[src/hw/rtl/dlr_pkg.sv]
// Shared types, constants and codes for the IPv4 destination lookup redirect block.
package dlr_pkg;

    // Table geometry
    localparam int TABLE_ENTRIES = 64;
    localparam int IDX_W         = (TABLE_ENTRIES > 1) ? $clog2(TABLE_ENTRIES) : 1;

    // Stream payload widths
    localparam int S_DATA_W = 72;
    localparam int M_DATA_W = 40;

    // Request kinds carried on the input side
    localparam logic [1:0] REQ_PACKET = 2'd0;
    localparam logic [1:0] REQ_INSERT = 2'd1;
    localparam logic [1:0] REQ_DELETE = 2'd2;
    localparam logic [1:0] REQ_UNUSED = 2'd3;

    // Response kinds
    localparam logic KIND_VERDICT = 1'b0;
    localparam logic KIND_STATUS  = 1'b1;

    // Table request status codes
    localparam logic [1:0] STATUS_OK        = 2'd0;
    localparam logic [1:0] STATUS_FULL      = 2'd1;
    localparam logic [1:0] STATUS_NOT_FOUND = 2'd2;

    // Frame layout
    localparam logic [15:0] IPV4_ETHERTYPE = 16'h0800;
    localparam logic [6:0]  COUNT_MAX      = 7'd127;
    localparam logic [6:0]  POS_TYPE_HI    = 7'd12;
    localparam logic [6:0]  POS_TYPE_LO    = 7'd13;
    localparam logic [6:0]  POS_VER_LEN    = 7'd14;
    localparam logic [6:0]  POS_DEST_0     = 7'd30;
    localparam logic [6:0]  POS_DEST_1     = 7'd31;
    localparam logic [6:0]  POS_DEST_2     = 7'd32;
    localparam logic [6:0]  POS_DEST_3     = 7'd33;
    localparam logic [6:0]  MIN_FRAME      = 7'd34;
    localparam logic [7:0]  ETH_HDR_LEN    = 8'd14;
    localparam logic [3:0]  IP_VERSION     = 4'd4;
    localparam logic [3:0]  IHL_MIN        = 4'd5;

    // Search token that walks the cell chain
    typedef struct packed {
        logic             valid;
        logic [1:0]       op;
        logic [31:0]      key;
        logic [IDX_W-1:0] pos;
        logic             hit;
        logic [IDX_W-1:0] hit_idx;
        logic [31:0]      hit_val;
        logic             free_found;
        logic [IDX_W-1:0] free_idx;
    } token_t;

    // Write command broadcast to the cells
    typedef struct packed {
        logic        set_entry;
        logic        set_value;
        logic        clear;
        logic [31:0] key;
        logic [31:0] value;
    } wr_cmd_t;

    // Frame check outcome for the byte being accepted
    typedef struct packed {
        logic        qualify;
        logic [31:0] dest;
    } frame_info_t;

endpackage

[src/hw/rtl/dlr_frame.sv]
// Frame header capture: counts bytes, records type, version/length and destination.
module dlr_frame
    import dlr_pkg::*;
(
    input  logic        clk,
    input  logic        rst_n,
    input  logic        byte_en,
    input  logic [7:0]  byte_in,
    input  logic        last,
    output frame_info_t info
);

    logic [6:0]  byte_count_reg;
    logic [15:0] ether_kind_reg;
    logic [7:0]  version_length_reg;
    logic [31:0] dest_address_reg;

    logic [6:0]  count_upd;
    logic [15:0] kind_upd;
    logic [7:0]  vl_upd;
    logic [31:0] dest_upd;
    logic [7:0]  hdr_end;

    // Capture this byte into the header fields
    always_comb
    begin
        kind_upd = ether_kind_reg;
        vl_upd   = version_length_reg;
        dest_upd = dest_address_reg;
        case (byte_count_reg)
            POS_TYPE_HI: kind_upd[15:8]  = byte_in;
            POS_TYPE_LO: kind_upd[7:0]   = byte_in;
            POS_VER_LEN: vl_upd          = byte_in;
            POS_DEST_0:  dest_upd[31:24] = byte_in;
            POS_DEST_1:  dest_upd[23:16] = byte_in;
            POS_DEST_2:  dest_upd[15:8]  = byte_in;
            POS_DEST_3:  dest_upd[7:0]   = byte_in;
            default:     ;
        endcase
        count_upd = (byte_count_reg < COUNT_MAX) ? byte_count_reg + 7'd1 : byte_count_reg;
    end

    // Check the header once the frame ends
    always_comb
    begin
        hdr_end      = ETH_HDR_LEN + {2'b00, vl_upd[3:0], 2'b00};
        info.dest    = dest_upd;
        info.qualify = (count_upd >= MIN_FRAME) && (kind_upd == IPV4_ETHERTYPE) &&
                       (vl_upd[7:4] == IP_VERSION) && (vl_upd[3:0] >= IHL_MIN) &&
                       (hdr_end <= {1'b0, count_upd});
    end

    // Hold frame progress; clear it after the last byte
    always_ff @(posedge clk or negedge rst_n)
    begin
        if (!rst_n)
        begin
            byte_count_reg     <= '0;
            ether_kind_reg     <= '0;
            version_length_reg <= '0;
            dest_address_reg   <= '0;
        end
        else if (byte_en)
        begin
            if (last)
            begin
                byte_count_reg     <= '0;
                ether_kind_reg     <= '0;
                version_length_reg <= '0;
                dest_address_reg   <= '0;
            end
            else
            begin
                byte_count_reg     <= count_upd;
                ether_kind_reg     <= kind_upd;
                version_length_reg <= vl_upd;
                dest_address_reg   <= dest_upd;
            end
        end
    end

endmodule

[config.mk]
export PLATFORM = sky130hd
export DESIGN_NAME = dlr_frame
export DESIGN_NICKNAME = d
export VERILOG_FILES = /design/src/hw/rtl/dlr_pkg.sv /design/src/hw/rtl/dlr_frame.sv
export SDC_FILE = /design/constraint.sdc
export NUM_CORES = 1
export LEC_CHECK = 0
export BUFFER_PORTS_ARGS = -buffer_cell sky130_fd_sc_hd__buf_4
export CAP_MARGIN = 20
export CORE_ASPECT_RATIO = 0.7
export CORE_UTILIZATION = 40
export DETAILED_ROUTE_END_ITERATION = 8
export GPL_TIMING_DRIVEN = 0
export SETUP_SLACK_MARGIN = 0.1
export SYNTH_ARGS = -nofsm -noshare
export SYNTH_HDL_FRONTEND = slang
export SYNTH_SLANG_ARGS = --single-unit
[constraint.sdc]
create_clock -name clk -period 5.6 [get_ports clk]
set_input_delay 0.56 -clock clk [delete_from_list [all_inputs] [get_ports clk]]
set_output_delay 0.56 -clock clk [all_outputs]
set_load 0.03 [all_outputs]
* Yosys cells after proc, flatten, opt, wreduce, memory -nomap -nowiden
Cells that the tools add are included.
** Storage, ports and cells
- Output and inout bits :: 33
- Bits in registers :: 63
- Word-level logic and storage cells :: 35
** Operators by class
- Order comparisons :: 4
- Reductions and logical operators :: 4
- Muxes and demuxes :: 12
- Eq/ne operators :: 9
- $add $sub $neg :: 2
** Operators with widths (number)
- $mux 8 :: 8
- $mux 32 :: 1
- $eq 7x4->1 const B :: 3
- $eq 16x12->1 const B :: 1
- $mux 16 :: 1
- $eq 7x5->1 const B :: 2
- $eq 7x6->1 const B :: 2
- $mux 7 :: 2
- $add 4x6->7 const A :: 1
- $add 7x1->7 const B :: 1
- $ge 7x6->1 const B :: 1
- $le 7x7->1 :: 1
- $lt 7x7->1 const B :: 1
- $eq 4x3->1 const B :: 1
- $ge 4x3->1 const B :: 1
- $logic_and 1x1->1 :: 4

* Longest topological paths before layout
- Depth after elaboration :: 7
- Depth in mapped cells :: 12
- Depth with buffers taken out :: 12

* Worst setup path after synthesis
No wires, ideal clock.
- Path type :: reg-to-output
- Start point :: register byte_count_reg[4]
- End point :: output info[32] (netlist bit)
- Required time :: 5040 ps
- Arrival :: 3136 ps
- Stages on the path, launching flop included :: 12
- Slack :: 1904 ps
- Cells stage by stage :: dfrtp_1 buf_6 and4bb_2 nand3b_1 mux2i_1 ha_1 xor2_1 ha_1 and4_1 a221oi_1 a31oi_1 nor4_2
** RTL lines
- start: declaration :: line dlr_frame.sv:13 : logic [6:0] byte_count_reg;
- start signal: assignment :: line dlr_frame.sv:74 : byte_count_reg <= count_upd;
- end: declaration :: line dlr_frame.sv:10 : output frame_info_t info

==> impl_metrics.yaml <==
clocking:
  clk_path_buf_depth: 2
  ctsResizeCount: 0
  numCtsBuffers: 9
  clk_latency_ns: 0.33
  tritoncts: "yes"
  cts_sinks: 63
  ctsHtreeMaxLevel: 3
  postCtsSetupBuffers: 0
  clock-root-buffer: "clkbuf_16"
  cts_hold_buf: 0
  path_clk_slew_ns: 0.06
yosys:
  synth_top_family_by_area: "compound AO/OA/AOI/OAI gates"
  synthAdderAreaFrac_pct: 3.88
  netlist_area_um2: 3540
  synth_compound_area_share_pct: 24.0
  synth_seq_cells: 63
  synth_cell_types: 47
  yosys.area.top_type: "dfrtp_1"
  avgSynthCellArea_um2: 11.1
  yosys-top-cells-area: "dfrtp_1 (44%), a22o_1 (7.9%), mux2_2 (7.6%)"
  syn_nets: 343
  synth_edf_count: 0
  ys_seq_area_share_pct: 44.5
  syn_inst: 320
  yosys.area_share.simple_pct: 9.85
  synth_top_area_share_pct: 44.5
  ys.flop_type: "dfrtp_1"
  async_flop_share_pct: 100
  synthXorXnorAreaFrac_pct: 1.24
  yosys_warnings: 0
  muxShareOfSynthArea_pct: 12.1
die:
  floorplan.die_area_um2: 9240
  chipWidth_um: 114
  die_y_um: 80.7
  io-pin-count: 45
  start_util_pct: 41.6
  coreArea_um2: 8510
  rows: 28
cells_and_area:
  largest_reg_flops: 32
  mostFrequentLayoutCell: "dfrtp_1"
  n_antenna_cell: 0
  final_util_pct: 50.2
  syn_to_final_growth_pct: 20.5
  post_route_cells_drive_above_1_share_pct: 26.5
  nets: 393
  final_cell_mix: "dfrtp_1 (63), buf_4 (40), a22o_1 (32)"
timing:
  fin_crit_ns: 4.24
  rsz0062_at_grt: "no"
  finalSetupViolations: 0
  min_period_over_period_pct: 75.7
  tightest_slew_ns: 0.817
  finClkSkew_ns: 0.00947
  relSlewSlack_pct: 45.6
  finalHoldViolCount: 0
  fmax_ghz: 0.236
  setup_tns_ns: 0
  drv_slew: 0
global_routing:
  grt_overflow: 0
  grt_usage_pct: 21.5
  grt_pass1_wl_um: 14800
  grt_max_degree: 64
  antenna_found_initial: 0
  first_global_vias: 2691
critical_path:
  rr_endpoint: "dest_address_reg[24]"
  path_max_fanout: 9
  rr_worst_depth: 6
  path_class: "reg2out"
  slowest_stage: "mux2i_1"
  start_kind: "flop"
  critical_path.endpoint_type: "primary output"
  worst_path_most_repeated_cell: "ha_1"
  slowest_delay_ns: 0.45
  rrSetupSlack_ns: 3.56
  r2r_start: "byte_count_reg[0]"
  critPathRequiredTime_ns: 5.04
  crit_arrival_ns: 3.68
  cp_cell_sequence: "buf_6 > and4bb_2 > nand3b_1 > mux2i_1 > ha_1 > xor2_1 > ha_1 > and4_1 > a221oi_1 > a31oi_1 > nor4_2 > buf_4"
placement:
  place_congestion: 0.847
  placement.io_buffers: 39
  dp_hpwl_um: 6360
pwr:
  total_leakage_power_nw: 1.96
  ir_worst_vdd_v: 0.000134
  p_per_area_nw_per_um2: 279
hold_path:
  hp-class: "in2async"
drt:
  vias: 2874
  drc: 0
  drtAntennaViolNets: 0
  drt_first_pass_iters: 5
  drt-initial-drc-count: 176
  via_per_inst: 5.83
  wl_per_cell_um: 19.0
  wl_um: 9340
outcome:
  status: "finished clean"
job:
  drv_cap: 0
## where the power goes
| part | switching [mW] | internal, mW |
|---|---|---|
| registers | 0.0262 | 0.484 |
| clock network | 0.191 | 0.343 |
| logic | 0.0864 | 0.0611 |
| total | 0.303 | 0.888 |
## layer usage
| layer | track usage [%] | up-vias | wire length, um |
|---|---|---|---|
| met5 | 0 | - | 0 |
| met4 | 4.03 | 0 | 75 |
| met3 | 6.42 | 9 | 533 |
| met2 | 30.9 | 79 | 4080 |
| met1 | 31.8 | 1460 | 4660 |
| li1 | - | 1326 | - |
## per-stage QoR
stage / instances / cell area [um2] / setup WS (ns) / hold WS [ns] / total power [mW]
after CTS: 493 / 4270 / 1.38 / 0.371 / 1.20
after global routing: 493 / 4270 / 1.21 / 0.395 / 1.24
after floorplan: 320 / 3540 / 1.90 / 0.264 / 0.612
final: 493 / 4270 / 1.36 / 0.310 / 1.19
after detailed placement: 479 / 3990 / 1.75 / 0.485 / 0.664
after global placement: 479 / 3990 / 1.80 / 0.482 / 0.661
## cells in the mapped netlist (all sizes together) (2+ instances only)
master and count:
nor4 6, a31oi 4, mux2 32, a21oi 9, xnor2 3, a22o 32
a22oi 22, nand2b 3, o22ai 2, o21ai 5, nor3 6, xor2 2
buf 11, clkbuf 16, ha 11, nor2 15, and3 2, dfrtp 63
o2bb2ai 26, nand2 14, inv 5, nand3 9, nor2b 2, mux2i 4
## area by class of cell
class	instances	area, um2
multi-input combinational	224	1810
tap	120	150
fill	798	4240
timing repair buffer	39	293
buffer	27	134
clock buffer	14	284
inverter	6	22.5
sequential	63	1580
## critical path: cells and delay by family (launching register included)
kind / cells / cell delay, ns
mux: 1 / 0.45
flops: 1 / 0.37
compound gates: 2 / 0.40
fa+ha+maj: 2 / 0.55
xor+xnor: 1 / 0.18
buf+inv: 2 / 0.35
simple gates: 4 / 1.06
## logic make-up after synthesis
logic type	count (synthesis)
multiplexers	36
XOR/XNOR	5
AND/OR/NAND/NOR	64
buffers and inverters	33
AO/OA/AOI/OAI	108
flip-flops	63
adder cells (fa/ha/maj)	11
## how the worst max path moves through the flow
stage	endpoint	slack, ns	start
final	info[32]	1.36	byte_count_reg[4]
after floorplan	info[32]	1.90	byte_count_reg[4]
after detailed placement	info[32]	1.75	byte_count_reg[4]
after global placement	info[32]	1.80	byte_count_reg[4]
after CTS	info[32]	1.38	byte_count_reg[4]
after global routing	info[32]	1.21	byte_count_reg[4]
Note: power is estimated with default switching activity, not from simulation.
